<file path="src/i2cmts_pkg.sv">
`timescale 1ns / 1ps
`default_nettype none
package i2cmts_pkg;

   localparam int DEFAULT_BUF_DEPTH = 32;
   localparam logic [15:0] TIMEOUT_RESET = 16'd1000;

   // Input item commands.
   typedef enum logic [2:0] {
      CMD_WRITE = 3'd0,
      CMD_GO    = 3'd1,
      CMD_EVENT = 3'd2,
      CMD_TICK  = 3'd3,
      CMD_READ  = 3'd4
   } cmd_type;

   // Bus actions reported in each result item.
   typedef enum logic [2:0] {
      ACT_NONE    = 3'd0,
      ACT_START   = 3'd1,
      ACT_SEND    = 3'd2,
      ACT_RX_ACK  = 3'd3,
      ACT_RX_NACK = 3'd4,
      ACT_STOP    = 3'd5,
      ACT_CANCEL  = 3'd6
   } action_type;

   // Transfer phase.
   typedef enum logic [1:0] {
      PH_NONE   = 2'd0,
      PH_READY  = 2'd1,
      PH_INPROC = 2'd2,
      PH_DONE   = 2'd3
   } phase_type;

   // Register indexes on the configuration port.
   typedef enum logic {
      REG_ENABLE  = 1'b0,
      REG_TIMEOUT = 1'b1
   } reg_index_type;

   // Bus status codes after masking.
   localparam logic [7:0] STATUS_MASK     = 8'hF8;
   localparam logic [7:0] ST_START        = 8'h08;
   localparam logic [7:0] ST_RSTART       = 8'h10;
   localparam logic [7:0] ST_SLAW_ACK     = 8'h18;
   localparam logic [7:0] ST_DATA_TX_ACK  = 8'h28;
   localparam logic [7:0] ST_ARB_LOST     = 8'h38;
   localparam logic [7:0] ST_SLAR_ACK     = 8'h40;
   localparam logic [7:0] ST_DATA_RX_ACK  = 8'h50;
   localparam logic [7:0] ST_DATA_RX_NACK = 8'h58;

endpackage
`default_nettype wire

</file>
<file path="src/i2cmts_buf.sv">
`timescale 1ns / 1ps
`default_nettype none
module i2cmts_buf
   import i2cmts_pkg::*;
#(
   parameter int DEPTH = DEFAULT_BUF_DEPTH,
   parameter int AW    = $clog2(DEPTH)
) (
   input  wire logic          clock,
   input  wire logic          wr_en,
   input  wire logic [AW-1:0] wr_addr,
   input  wire logic [7:0]    wr_data,
   input  wire logic          rd_en,
   input  wire logic [AW-1:0] rd_addr,
   output logic      [7:0]    rd_data
);

   logic [7:0] mem [DEPTH];
   logic [7:0] rd_data_ff;

   always_ff @(posedge clock) begin
      if (wr_en) begin
         mem[wr_addr] <= wr_data;
      end
   end

   // Read data is held while the result it belongs to waits downstream.
   always_ff @(posedge clock) begin
      if (rd_en) begin
         rd_data_ff <= mem[rd_addr];
      end
   end

   assign rd_data = rd_data_ff;

endmodule
`default_nettype wire

</file>
<file path="src/i2c_master_transfer_sequencer.sv">
`timescale 1ns / 1ps
`default_nettype none
// Channel   Direction  Handshake               Payload
// req_      in         req_tvalid/req_tready   req_tdata: command item (32 bits)
// rsp_      out        rsp_tvalid/rsp_tready   rsp_tdata: result item (24 bits)
// csr_      in/out     APB write, pready = 1   enable at 0x0, timeout_ticks at 0x4
//
// One result item is produced for every input item; it passes through the input
// register and then the result register. A new item can be taken every cycle while
// the result register is free or being emptied. The buffer is a one-write, one-read
// memory whose registered read data forms part of the result register. Reset is
// synchronous and clears all control state; the buffer is not cleared. With the
// result register full and rsp_tready low, one more item is taken into the input
// register before req_tready drops.
module i2c_master_transfer_sequencer
   import i2cmts_pkg::*;
#(
   parameter int BUF_DEPTH = DEFAULT_BUF_DEPTH
) (
   input  wire logic        clock,
   input  wire logic        reset,
   // [2:0] cmd, [7:3] index, [15:8] data, [21:16] length, [29:22] bus_status,
   // [31:30] zero
   input  wire logic        req_tvalid,
   output logic             req_tready,
   input  wire logic [31:0] req_tdata,
   // [2:0] action, [10:3] tx_byte, [18:11] read_data, [20:19] transfer_state,
   // [21] error, [22] ready_res, [23] busy_res
   output logic             rsp_tvalid,
   input  wire logic        rsp_tready,
   output logic      [23:0] rsp_tdata,
   input  wire logic        csr_psel,
   input  wire logic        csr_penable,
   input  wire logic        csr_pwrite,
   input  wire logic [2:0]  csr_paddr,
   input  wire logic [31:0] csr_pwdata,
   output logic      [31:0] csr_prdata,
   output logic             csr_pready
);

   // AW addresses the buffer, PW holds a position or length up to BUF_DEPTH,
   // XW is wide enough for every compare between positions, lengths and indexes.
   localparam int AW = (BUF_DEPTH > 1) ? $clog2(BUF_DEPTH) : 1;
   localparam int PW = $clog2(BUF_DEPTH + 1);
   localparam int XW = (PW > 6) ? PW + 1 : 7;
   localparam logic [XW-1:0] DEPTH_X = XW'(BUF_DEPTH);

   // Input register.
   logic        s1_valid_ff;
   logic [2:0]  s1_cmd_ff;
   logic [4:0]  s1_index_ff;
   logic [7:0]  s1_data_ff;
   logic [5:0]  s1_length_ff;
   logic [7:0]  s1_status_ff;

   // Transfer state.
   logic [PW-1:0] position_ff, position_in;
   logic [PW-1:0] length_ff, length_in;
   phase_type     phase_ff, phase_in;
   logic          error_ff, error_in;
   logic          active_ff, active_in;
   logic [15:0]   countdown_ff, countdown_in;

   // Configuration registers.
   logic        enable_ff;
   logic [15:0] timeout_ff;

   // Result register; tx_byte and read_data come from the buffer read register.
   logic        rsp_valid_ff;
   action_type  action_ff;
   phase_type   tstate_ff;
   logic        rsp_error_ff;
   logic        rsp_ready_ff;
   logic        rsp_busy_ff;
   logic        tx_sel_ff;
   logic        rd_sel_ff;

   logic        advance;
   logic        csr_write;
   action_type  action_in;
   logic        tx_sel_in;
   logic        rd_sel_in;
   logic        ready_in;

   logic          wr_en;
   logic [AW-1:0] wr_addr;
   logic [7:0]    wr_data;
   logic [AW-1:0] rd_addr;
   logic [7:0]    buf_q;

   logic [XW-1:0] index_x;
   logic          index_ok;
   logic [XW-1:0] go_len_x;
   logic [7:0]    code;
   logic          code_is_start;
   logic [PW-1:0] send_pos;
   logic          send_ok;
   logic          take_ok;
   logic [PW-1:0] pos_after_take;
   logic          rx_more;
   logic [15:0]   countdown_dec;

   // The input register moves on whenever the result register is free or being
   // emptied in the same cycle.
   assign advance    = s1_valid_ff && (!rsp_valid_ff || rsp_tready);
   assign req_tready = !s1_valid_ff || advance;
   assign csr_write  = csr_psel && csr_penable && csr_pwrite && csr_pready;
   assign csr_pready = 1'b1;

   always_ff @(posedge clock) begin
      if (reset) begin
         s1_valid_ff <= 1'b0;
      end else if (req_tready) begin
         s1_valid_ff <= req_tvalid;
      end
   end

   always_ff @(posedge clock) begin
      if (req_tvalid && req_tready) begin
         s1_cmd_ff    <= req_tdata[2:0];
         s1_index_ff  <= req_tdata[7:3];
         s1_data_ff   <= req_tdata[15:8];
         s1_length_ff <= req_tdata[21:16];
         s1_status_ff <= req_tdata[29:22];
      end
   end

   // Helper values for the item in the input register.
   assign index_x        = XW'(s1_index_ff);
   assign index_ok       = index_x < DEPTH_X;
   assign go_len_x       = (XW'(s1_length_ff) > DEPTH_X) ? DEPTH_X : XW'(s1_length_ff);
   assign code           = s1_status_ff & STATUS_MASK;
   assign code_is_start  = (code == ST_START) || (code == ST_RSTART);
   assign send_pos       = code_is_start ? '0 : position_ff;
   assign send_ok        = (XW'(send_pos) < XW'(length_ff)) && (XW'(send_pos) < DEPTH_X);
   assign take_ok        = (XW'(position_ff) < XW'(length_ff))
                           && (XW'(position_ff) < DEPTH_X);
   assign pos_after_take = take_ok ? position_ff + PW'(1) : position_ff;
   assign rx_more        = (XW'(pos_after_take) + XW'(1)) < XW'(length_ff);
   assign countdown_dec  = (countdown_ff == '0) ? '0 : countdown_ff - 16'd1;

   // Next state for the item in the input register.
   always_comb begin
      position_in  = position_ff;
      length_in    = length_ff;
      phase_in     = phase_ff;
      error_in     = error_ff;
      active_in    = active_ff;
      countdown_in = countdown_ff;
      action_in    = ACT_NONE;
      tx_sel_in    = 1'b0;
      rd_sel_in    = 1'b0;
      wr_en        = 1'b0;
      wr_addr      = AW'(index_x);
      wr_data      = s1_data_ff;
      rd_addr      = AW'(index_x);

      unique case (s1_cmd_ff)
         CMD_WRITE: begin
            wr_en = index_ok;
         end
         CMD_GO: begin
            if (enable_ff && !active_ff && (phase_ff == PH_NONE || phase_ff == PH_DONE)) begin
               length_in = PW'(go_len_x);
               if (go_len_x == '0) begin
                  active_in = 1'b0;
                  error_in  = 1'b1;
                  length_in = '0;
                  phase_in  = PH_DONE;
                  action_in = ACT_CANCEL;
               end else begin
                  position_in = '0;
                  phase_in    = PH_READY;
                  active_in   = 1'b1;
                  action_in   = ACT_START;
               end
            end
         end
         CMD_EVENT: begin
            if (active_ff) begin
               // The first event after go opens the transfer and arms the timeout.
               if (phase_ff == PH_READY) begin
                  phase_in     = PH_INPROC;
                  countdown_in = timeout_ff;
               end
               if (phase_ff != PH_READY && phase_ff != PH_INPROC) begin
                  active_in = 1'b0;
                  action_in = ACT_CANCEL;
               end else begin
                  unique case (code)
                     ST_START, ST_RSTART, ST_SLAW_ACK, ST_DATA_TX_ACK: begin
                        if (send_ok) begin
                           position_in = send_pos + PW'(1);
                           rd_addr     = send_pos[AW-1:0];
                           tx_sel_in   = 1'b1;
                           action_in   = ACT_SEND;
                        end else begin
                           position_in = send_pos;
                           error_in    = 1'b0;
                           phase_in    = PH_DONE;
                           active_in   = 1'b0;
                           action_in   = ACT_STOP;
                        end
                     end
                     ST_DATA_RX_ACK: begin
                        wr_en       = take_ok;
                        wr_addr     = position_ff[AW-1:0];
                        position_in = pos_after_take;
                        action_in   = rx_more ? ACT_RX_ACK : ACT_RX_NACK;
                     end
                     ST_SLAR_ACK: begin
                        action_in = (XW'(position_ff) + XW'(1) < XW'(length_ff))
                                    ? ACT_RX_ACK : ACT_RX_NACK;
                     end
                     ST_DATA_RX_NACK: begin
                        wr_en       = take_ok;
                        wr_addr     = position_ff[AW-1:0];
                        position_in = pos_after_take;
                        error_in    = 1'b0;
                        phase_in    = PH_DONE;
                        active_in   = 1'b0;
                        action_in   = ACT_STOP;
                     end
                     ST_ARB_LOST: begin
                        if (length_ff == '0) begin
                           active_in = 1'b0;
                           error_in  = 1'b1;
                           phase_in  = PH_DONE;
                           action_in = ACT_CANCEL;
                        end else begin
                           position_in = '0;
                           action_in   = ACT_START;
                        end
                     end
                     default: begin
                        active_in = 1'b0;
                        error_in  = 1'b1;
                        length_in = '0;
                        phase_in  = PH_DONE;
                        action_in = ACT_CANCEL;
                     end
                  endcase
               end
            end
         end
         CMD_TICK: begin
            if (enable_ff && phase_ff == PH_INPROC) begin
               countdown_in = countdown_dec;
               if (countdown_dec == '0) begin
                  active_in = 1'b0;
                  error_in  = 1'b1;
                  length_in = '0;
                  phase_in  = PH_DONE;
                  action_in = ACT_CANCEL;
               end
            end
         end
         CMD_READ: begin
            rd_sel_in = index_ok;
         end
         default: begin
         end
      endcase
   end

   // Status flags of the result, taken from the state after the item.
   assign ready_in = enable_ff && (phase_in == PH_NONE || phase_in == PH_DONE);

   i2cmts_buf #(
      .DEPTH (BUF_DEPTH),
      .AW    (AW)
   ) u_buf (
      .clock   (clock),
      .wr_en   (advance && wr_en),
      .wr_addr (wr_addr),
      .wr_data (wr_data),
      .rd_en   (advance),
      .rd_addr (rd_addr),
      .rd_data (buf_q)
   );

   // State update. Configuration writes must only come while the block is idle; the block
   // does not enforce this, and a write wins over an advancing item's state update.
   always_ff @(posedge clock) begin
      if (reset) begin
         position_ff  <= '0;
         length_ff    <= '0;
         phase_ff     <= PH_NONE;
         error_ff     <= 1'b0;
         active_ff    <= 1'b0;
         countdown_ff <= '0;
         enable_ff    <= 1'b0;
         timeout_ff   <= TIMEOUT_RESET;
      end else if (csr_write) begin
         unique case (reg_index_type'(csr_paddr[2]))
            REG_ENABLE: begin
               // Clearing enable drops the transfer; setting it starts afresh.
               if (!csr_pwdata[0]) begin
                  active_ff <= 1'b0;
               end else if (!enable_ff) begin
                  phase_ff  <= PH_NONE;
                  active_ff <= 1'b0;
               end
               enable_ff <= csr_pwdata[0];
            end
            REG_TIMEOUT: begin
               timeout_ff <= csr_pwdata[15:0];
            end
            default: begin
            end
         endcase
      end else if (advance) begin
         position_ff  <= position_in;
         length_ff    <= length_in;
         phase_ff     <= phase_in;
         error_ff     <= error_in;
         active_ff    <= active_in;
         countdown_ff <= countdown_in;
      end
   end

   always_comb begin
      unique case (reg_index_type'(csr_paddr[2]))
         REG_ENABLE:  csr_prdata = {31'd0, enable_ff};
         REG_TIMEOUT: csr_prdata = {16'd0, timeout_ff};
         default:     csr_prdata = '0;
      endcase
   end

   // Result register.
   always_ff @(posedge clock) begin
      if (reset) begin
         rsp_valid_ff <= 1'b0;
      end else if (advance) begin
         rsp_valid_ff <= 1'b1;
      end else if (rsp_tready) begin
         rsp_valid_ff <= 1'b0;
      end
   end

   always_ff @(posedge clock) begin
      if (advance) begin
         action_ff    <= action_in;
         tstate_ff    <= phase_in;
         rsp_error_ff <= error_in;
         rsp_ready_ff <= ready_in;
         rsp_busy_ff  <= active_in;
         tx_sel_ff    <= tx_sel_in;
         rd_sel_ff    <= rd_sel_in;
      end
   end

   assign rsp_tvalid = rsp_valid_ff;
   assign rsp_tdata  = {rsp_busy_ff,
                        rsp_ready_ff,
                        rsp_error_ff,
                        tstate_ff,
                        rd_sel_ff ? buf_q : 8'd0,
                        tx_sel_ff ? buf_q : 8'd0,
                        action_ff};

endmodule
`default_nettype wire

</file>
<file path="config.mk">
export PLATFORM = sky130hd
export DESIGN_NAME = i2c_master_transfer_sequencer
export DESIGN_NICKNAME = d
export VERILOG_FILES = /design/src/i2cmts_pkg.sv /design/src/i2cmts_buf.sv /design/src/i2c_master_transfer_sequencer.sv
export SDC_FILE = /design/constraint.sdc
export NUM_CORES = 1
export LEC_CHECK = 0
export ABC_AREA = 0
export BUFFER_PORTS_ARGS = -buffer_cell sky130_fd_sc_hd__buf_2
export CORE_MARGIN = 2
export CORE_UTILIZATION = 50
export DETAILED_ROUTE_END_ITERATION = 10
export GPL_ROUTABILITY_DRIVEN = 0
export HOLD_SLACK_MARGIN = 0.06
export PLACE_DENSITY = 0.68
export REMOVE_ABC_BUFFERS = 1
export SETUP_SLACK_MARGIN = 0.05
export SYNTH_ARGS = -nofsm -noshare
export SYNTH_HDL_FRONTEND = slang
export SYNTH_SLANG_ARGS = --single-unit
</file>
<file path="constraint.sdc">
create_clock -name clock -period 11.8 [get_ports clock]
set_input_delay 1.77 -clock clock [delete_from_list [all_inputs] [get_ports clock]]
set_output_delay 1.77 -clock clock [all_outputs]
set_load 0.02 [all_outputs]
</file>
==> results.json, run 1 <==
{
  "path_buf_inv": 1,
  "setup_viol": 0,
  "muxShareOfSynthArea": 0.0367,
  "ys.flop_type": "edfxtp_1",
  "p_per_area_nw_per_um2": 146,
  "path_class": "flop to flop",
  "comb_power_share": 0.055,
  "root_buffer": "clkbuf_16",
  "ant_nets": 0,
  "place_inst": 1899,
  "final_cells": 1965,
  "arrival_ns": 5.87,
  "drtIter0Drc": 1166,
  "grt_start_max_net_pins": 129,
  "rsz0062_at_grt": "no",
  "tns_ns": 0,
  "overflow": 0,
  "insertion_delay_ns": 0.52,
  "syn_to_final_growth_pct": 11.6,
  "crit_path_start": "s1_status_ff[4]$_DFFE_PP_",
  "cts_resized": 0,
  "max_freq_mhz": 177,
  "synthCells": 1436,
  "cap_violations": 0,
  "slowest_stage": "a2111oi_0",
  "synth_top_area_cell": "edfxtp_1",
  "synth-xor-area-share": 0.0112,
  "synth-compound-area-share": 0.0979,
  "outcome": "completed",
  "relSlewSlack": 0.135,
  "placed_area_um2": 17100,
  "finalCritPeriodShare": 0.478,
  "fin_skew_ns": 0.0117,
  "cp-start-kind": "flop",
  "die_y_um": 185,
  "cp-end-kind": "flop",
  "postSynthAreaPerCell_um2": 11.4,
  "ys_seq_area_frac": 0.614,
  "intPower_mw": 2.08,
  "yosys_warnings": 0,
  "die-area_um2": 34200,
  "dpl.hpwl_mm": 26.0,
  "route.detailed.drc": 0,
  "cts_tree": "done",
  "cts_max_level": 2,
  "final_nets": 1599,
  "wire_per_inst_um": 20.5,
  "core_um2": 32400,
  "die_w_um": 185,
  "antenna_found_initial": 1,
  "cts_buffer_depth": 3,
  "fin_area_um2": 18300,
  "antennaDiodeCount": 0,
  "yosys.area_share.simple": 0.183,
  "nFillCells": 2717,
  "holdWs_ns": 0.473,
  "synth.area.top_cells": "edfxtp_1 55%, dfxtp_1 6.2%, nand2_1 5.5%, mux2i_1 3.6%, nand4_1 2.4%",
  "min_path_type": "flop to flop",
  "drv_slew": 0,
  "port_buffers": 92,
  "layout-drive-gt1-share": 0.116,
  "cts_buffers": 38,
  "ir_worst_vdd_uv": 99.2,
  "cp_top_family": "simple AND/OR/NAND/NOR gates",
  "synth_edf_count": 301,
  "cts.sinks": 352,
  "start_util": 0.506,
  "rows": 66,
  "path_cells": "xor2_2 > nand2_1 > nand2_1 > inv_1 > ha_1 > a211oi_1 > o31ai_1 > or4_1 > o21ai_2 > and2_4 > a21oi_1 > a2111oi_0 > nor4_1",
  "drt_pre_antenna_iters": 5,
  "post_cts_buffers": 0,
  "grt_pass1_wl_mm": 61.5,
  "switching_share": 0.218,
  "pin_count": 133,
  "min_period_ns": 5.64,
  "vias_per_cell": 5.94,
  "hold_viol_final": 0,
  "holdBufCountCts": 0,
  "clk_pin_slew_worst_paths_ns": 0.06,
  "pwr-share-clk": 0.423,
  "cp.required_ns": 12.03,
  "synth-seq-cells": 352,
  "yosysUniqueCellTypes": 78,
  "synth_top_family_by_area": "simple AND/OR/NAND/NOR gates",
  "synth.top_cell.area_share": 0.552,
  "netSwitchingPower_mw": 0.581,
  "crit_path_frequent_cell": "nand2_1",
  "synth_adder_area_share": 0.0214,
  "p_seq_frac": 0.521,
  "regToRegStartpoint": "s1_status_ff[4]$_DFFE_PP_",
  "p_leak_nw": 6.42,
  "syn_area_um2": 16400,
  "tightest_slew_ns": 1.30,
  "via_count": 11700,
  "cpPeakStageDelay_ns": 0.85,
  "drt_wl_total_mm": 40.2,
  "finalPower_mw": 2.66,
  "grt_use_total": 0.236,
  "synth-async-reset-ratio": 0,
  "worstHoldStart": "timeout_ff[12]$_SDFFE_PP0P_",
  "cp_max_fo": 66,
  "grt_pass1_vias": 10800
}
## area by class of cell
class | count | area [um^2] | share of cell area
flip-flops and latches | 352 | 10100 | 0.550
multi-input cells | 976 | 5840 | 0.319
clock buffers | 48 | 1010 | 0.0551
repair buffers | 103 | 556 | 0.0304
well taps | 442 | 553 | 0.0302
clock inverters | 18 | 171 | 0.00937
inverters | 26 | 97.6 | 0.00534
## cells by family (layout without fill, tap and decap cells)
group	count (synthesis)	in the layout
buf+inv	123	195
xor+xnor	20	20
other cells	2	17
compound gates	230	230
mux	60	60
fa+ha+maj	28	28
flops	352	352
simple gates	621	621
## worst min-delay path, delay by kind of cell, from the launching register on
kind               cells  cell delay (ns)
AOI/OAI and AO/OA      1             0.05
DFF                    1             0.32
and+or+nand+nor        1             0.05
## per-stage QoR
stage | setup slack, ns | util
floorplan | 2.07 | -
global placement | 6.37 | 0.528
detailed placement | 6.28 | 0.528
CTS | 6.27 | 0.565
global route | 5.76 | 0.565
finish | 6.16 | 0.565
## state kept, by name (all words and copies together) (netlist names), 5 cells and up
signal / count
u_buf.mem: 256
countdown_ff: 16
timeout_ff: 16
s1_data_ff: 8
u_buf.rd_data: 8
length_ff: 6
position_ff: 6
s1_length_ff: 6
s1_index_ff: 5
s1_status_ff: 5
## power by group through the flow
| stage | combinational [mW] | sequential (mW) | clock (mW) |
|---|---|---|---|
| floorplan | 0.0969 | 1.41 | 0 |
| global placement | 0.144 | 1.41 | 0 |
| detailed placement | 0.146 | 1.41 | 0 |
| CTS | 0.146 | 1.39 | 1.14 |
| global route | 0.159 | 1.39 | 1.19 |
| finish | 0.147 | 1.39 | 1.13 |
## path summary, 6_finish.rpt
check / end / slack (ns) / depth (start not counted)
hold / removal: timeout_ff[12]$_SDFFE_PP0P_ / 0.47 / 2
hold reg to reg: timeout_ff[12]$_SDFFE_PP0P_ / 0.47 / 2
setup reg to reg: u_buf.rd_data[3]$_DFFE_PP_ / 6.16 / 13
setup / recovery: u_buf.rd_data[3]$_DFFE_PP_ / 6.16 / 13
## placed cells by master (no fill, tap or decap), types with 15 or more instances in the layout
cell type	instances
nand2_1	241
and2_1	38
ha_1	28
a32oi_1	19
edfxtp_1	301
nor4_1	15
nand2b_1	15
buf_2	92
inv_1	25
a22oi_1	23
nor2_1	102
a21oi_1	54
xnor2_1	15
dfxtp_1	51
clkbuf_16	38
conb_1	17
nand3_1	54
o21ai_0	21
nor3_1	23
mux2i_1	59
nand4_1	64
## synth_stat cells (7+ instances only)
cell       count
nand2_1      241
o31ai_1       12
a32oi_1       19
or3_1          9
and3_1        11
o21ai_0       21
nand2b_1      15
nand3b_1       7
and2_1        38
buf_2         15
buf_4         21
o2111ai_1      9
nor4_1        16
mux2i_1       59
or4_1          7
inv_1         25
o211ai_1      12
nor3_1        24
clkbuf_1      58
xnor2_1       15
a211oi_1      10
nand3_1       54
or2_2          7
nor2_1       102
nand4_1       64
ha_1          28
a31oi_1        7
dfxtp_1       51
a2111oi_0      7
edfxtp_1     301
nor2b_1        7
a21oi_1       54
a22oi_1       23
## layer usage
layer  vias to the layer above  GRT usage  wire (um)
met1                      5630      0.341      17700
met4                         2     0.0641        933
met2                       503      0.360      17800
met3                        66     0.0541       3760
li1                       5476          -          -
met5                         -          0         13
(Power assumes the default switching activity.)
==> run 2, diff against run 1 <==
--- a/config.mk
+++ b/config.mk
@@ -12,7 +12,7 @@
 export DETAILED_ROUTE_END_ITERATION = 10
 export GPL_ROUTABILITY_DRIVEN = 0
 export HOLD_SLACK_MARGIN = 0.06
-export PLACE_DENSITY = 0.68
+export PLACE_DENSITY = 0.71
 export REMOVE_ABC_BUFFERS = 1
 export SETUP_SLACK_MARGIN = 0.05
 export SYNTH_ARGS = -nofsm -noshare
==> constraint.sdc (replaced) <==
create_clock -name clock -period 4.8 [get_ports clock]
set_input_delay 0.72 -clock clock [delete_from_list [all_inputs] [get_ports clock]]
set_output_delay 0.72 -clock clock [all_outputs]
set_load 0.02 [all_outputs]
==> results.json, run 2 (synthesized netlist as in run 1, its figures left out) <==
{
  "worstHoldStart": "req_tdata[3]",
  "drt_wl_total_mm": 40.2,
  "syn_to_final_growth_pct": 13.6,
  "layout-drive-gt1-share": 0.142,
  "die_y_um": 185,
  "cp_max_fo": 11,
  "multiInputGateArea_um2": 5870,
  "cpPeakStageDelay_ns": 0.67,
  "antennaDiodeCount": 0,
  "drtIter0Drc": 1299,
  "rsz0062_at_grt": "no",
  "grt_pass1_wl_mm": 61.7,
  "min_path_type": "primary input to flop",
  "ant_nets": 0,
  "start_util": 0.506,
  "reg_top3": "u_buf.mem x256, countdown_ff x16, timeout_ff x16",
  "core_um2": 32400,
  "insertion_delay_ns": 0.52,
  "cp-start-kind": "flop",
  "path_cells": "nor3_4 > a21bo_2 > inv_1 > ha_1 > a211oi_1 > o31ai_1 > or3_1 > or4_4 > a22oi_1 > a32oi_1 > buf_4 > o2111ai_1 > nor4_1",
  "finalPower_mw": 6.50,
  "layout_commonest_cell": "edfxtp_1",
  "tns_ns": 0,
  "min_delay_path_depth": 1,
  "ir_worst_vdd_uv": 217,
  "port_buffers": 92,
  "die_w_um": 185,
  "crit_path_start": "s1_status_ff[5]$_DFFE_PP_",
  "regToRegStartpoint": "s1_status_ff[5]$_DFFE_PP_",
  "setup_slack_ns": 0.233,
  "via_count": 11800,
  "regArea_um2": 10100,
  "cap_violations": 0,
  "clk_pin_slew_worst_paths_ns": 0.06,
  "relSlewSlack": 0.162,
  "placed_area_um2": 17500,
  "overflow": 0,
  "largest_reg_flops": 256,
  "dpl.hpwl_mm": 26.9,
  "nFillCells": 2715,
  "grt_use_total": 0.234,
  "p_leak_nw": 6.62,
  "final_util": 0.575,
  "path_class": "flop to flop",
  "largest_register": "u_buf.mem",
  "p_per_area_nw_per_um2": 349,
  "wire_per_inst_um": 20.0,
  "cp.required_ns": 5.07,
  "layout_common_cells": "301 x edfxtp_1, 241 x nand2_1, 102 x nor2_1",
  "post_cts_buffers": 0,
  "slowest_stage": "a22oi_1",
  "holdBufCountCts": 0,
  "cts_buffers": 37,
  "max_freq_mhz": 219,
  "drv_slew": 0,
  "die-area_um2": 34200,
  "arrival_ns": 4.83,
  "path_depth": 13,
  "reg2reg_depth": 13,
  "cts_max_level": 2,
  "route.detailed.drc": 0,
  "hold_viol_final": 0,
  "setup_viol": 0,
  "grt_start_max_net_pins": 55,
  "final_nets": 1642,
  "cts_buffer_depth": 3,
  "drt_pre_antenna_iters": 5,
  "outcome": "completed",
  "fin_area_um2": 18600,
  "cts_tree": "done",
  "grt_pass1_vias": 11200,
  "tightest_slew_ns": 1.26,
  "path_buf_inv": 2,
  "cp_top_family": "compound AO/OA/AOI/OAI gates",
  "rows": 66,
  "cts.sinks": 352,
  "place_ws_ns": 0.204,
  "cp-end-kind": "flop",
  "cts_resized": 0,
  "vias_per_cell": 5.86,
  "antenna_found_initial": 0,
  "root_buffer": "clkbuf_16",
  "pin_count": 133,
  "min_period_ns": 4.57,
  "fin_skew_ns": 0.0163,
  "finalCritPeriodShare": 0.951
}
run 2: path summary, 6_finish.rpt:
path / endpoint / slack (ns)
min: s1_index_ff[0]$_DFFE_PP_ / 0.37
max: u_buf.rd_data[0]$_DFFE_PP_ / 0.23
min reg2reg: timeout_ff[10]$_SDFFE_PP0P_ / 0.46
max reg2reg: u_buf.rd_data[0]$_DFFE_PP_ / 0.23
run 2: worst register-to-register path, stage by stage (launching register included):
cell and delay [ns]:
edfxtp_1 0.52, nor3_4 0.33, a21bo_2 0.26, inv_1 0.06
ha_1 0.29, a211oi_1 0.34, o31ai_1 0.20, or3_1 0.36
or4_4 0.63, a22oi_1 0.67, a32oi_1 0.23, buf_4 0.21
o2111ai_1 0.11, nor4_1 0.08
run 2: report_power, final:
| part | leakage, nW | switching (mW) | internal, mW |
|---|---|---|---|
| logic | 2.92 | 0.264 | 0.138 |
| registers | 3.15 | 0.0477 | 3.35 |
| clock network | 0.554 | 1.13 | 1.57 |
run 2: per-layer routing:
metal,vias to the layer above,global-route usage,share of wire
li1,5565,-,-
met1,5605,0.326,0.43
met2,529,0.371,0.45
met3,71,0.0531,0.093
met4,0,0.0667,0.024
met5,-,0,0
run 2: area by class of cell:
type,count,share of cell area
Tap cell,442,0.0297
Multi-Input combinational cell,977,0.315
Clock inverter,16,0.00759
Sequential cell,352,0.540
Timing Repair Buffer,146,0.0485
Inverter,26,0.00524
Clock buffer,50,0.0535
run 2: per-stage QoR:
stage          hold slack (ns)  std cells
3_5_place_dp             0.461       1942
4_1_cts                  0.357       2008
5_1_grt                  0.361       2009
3_3_place_gp             0.459       1942
2_1_floorplan            0.438       1354
6_report                 0.369       2009
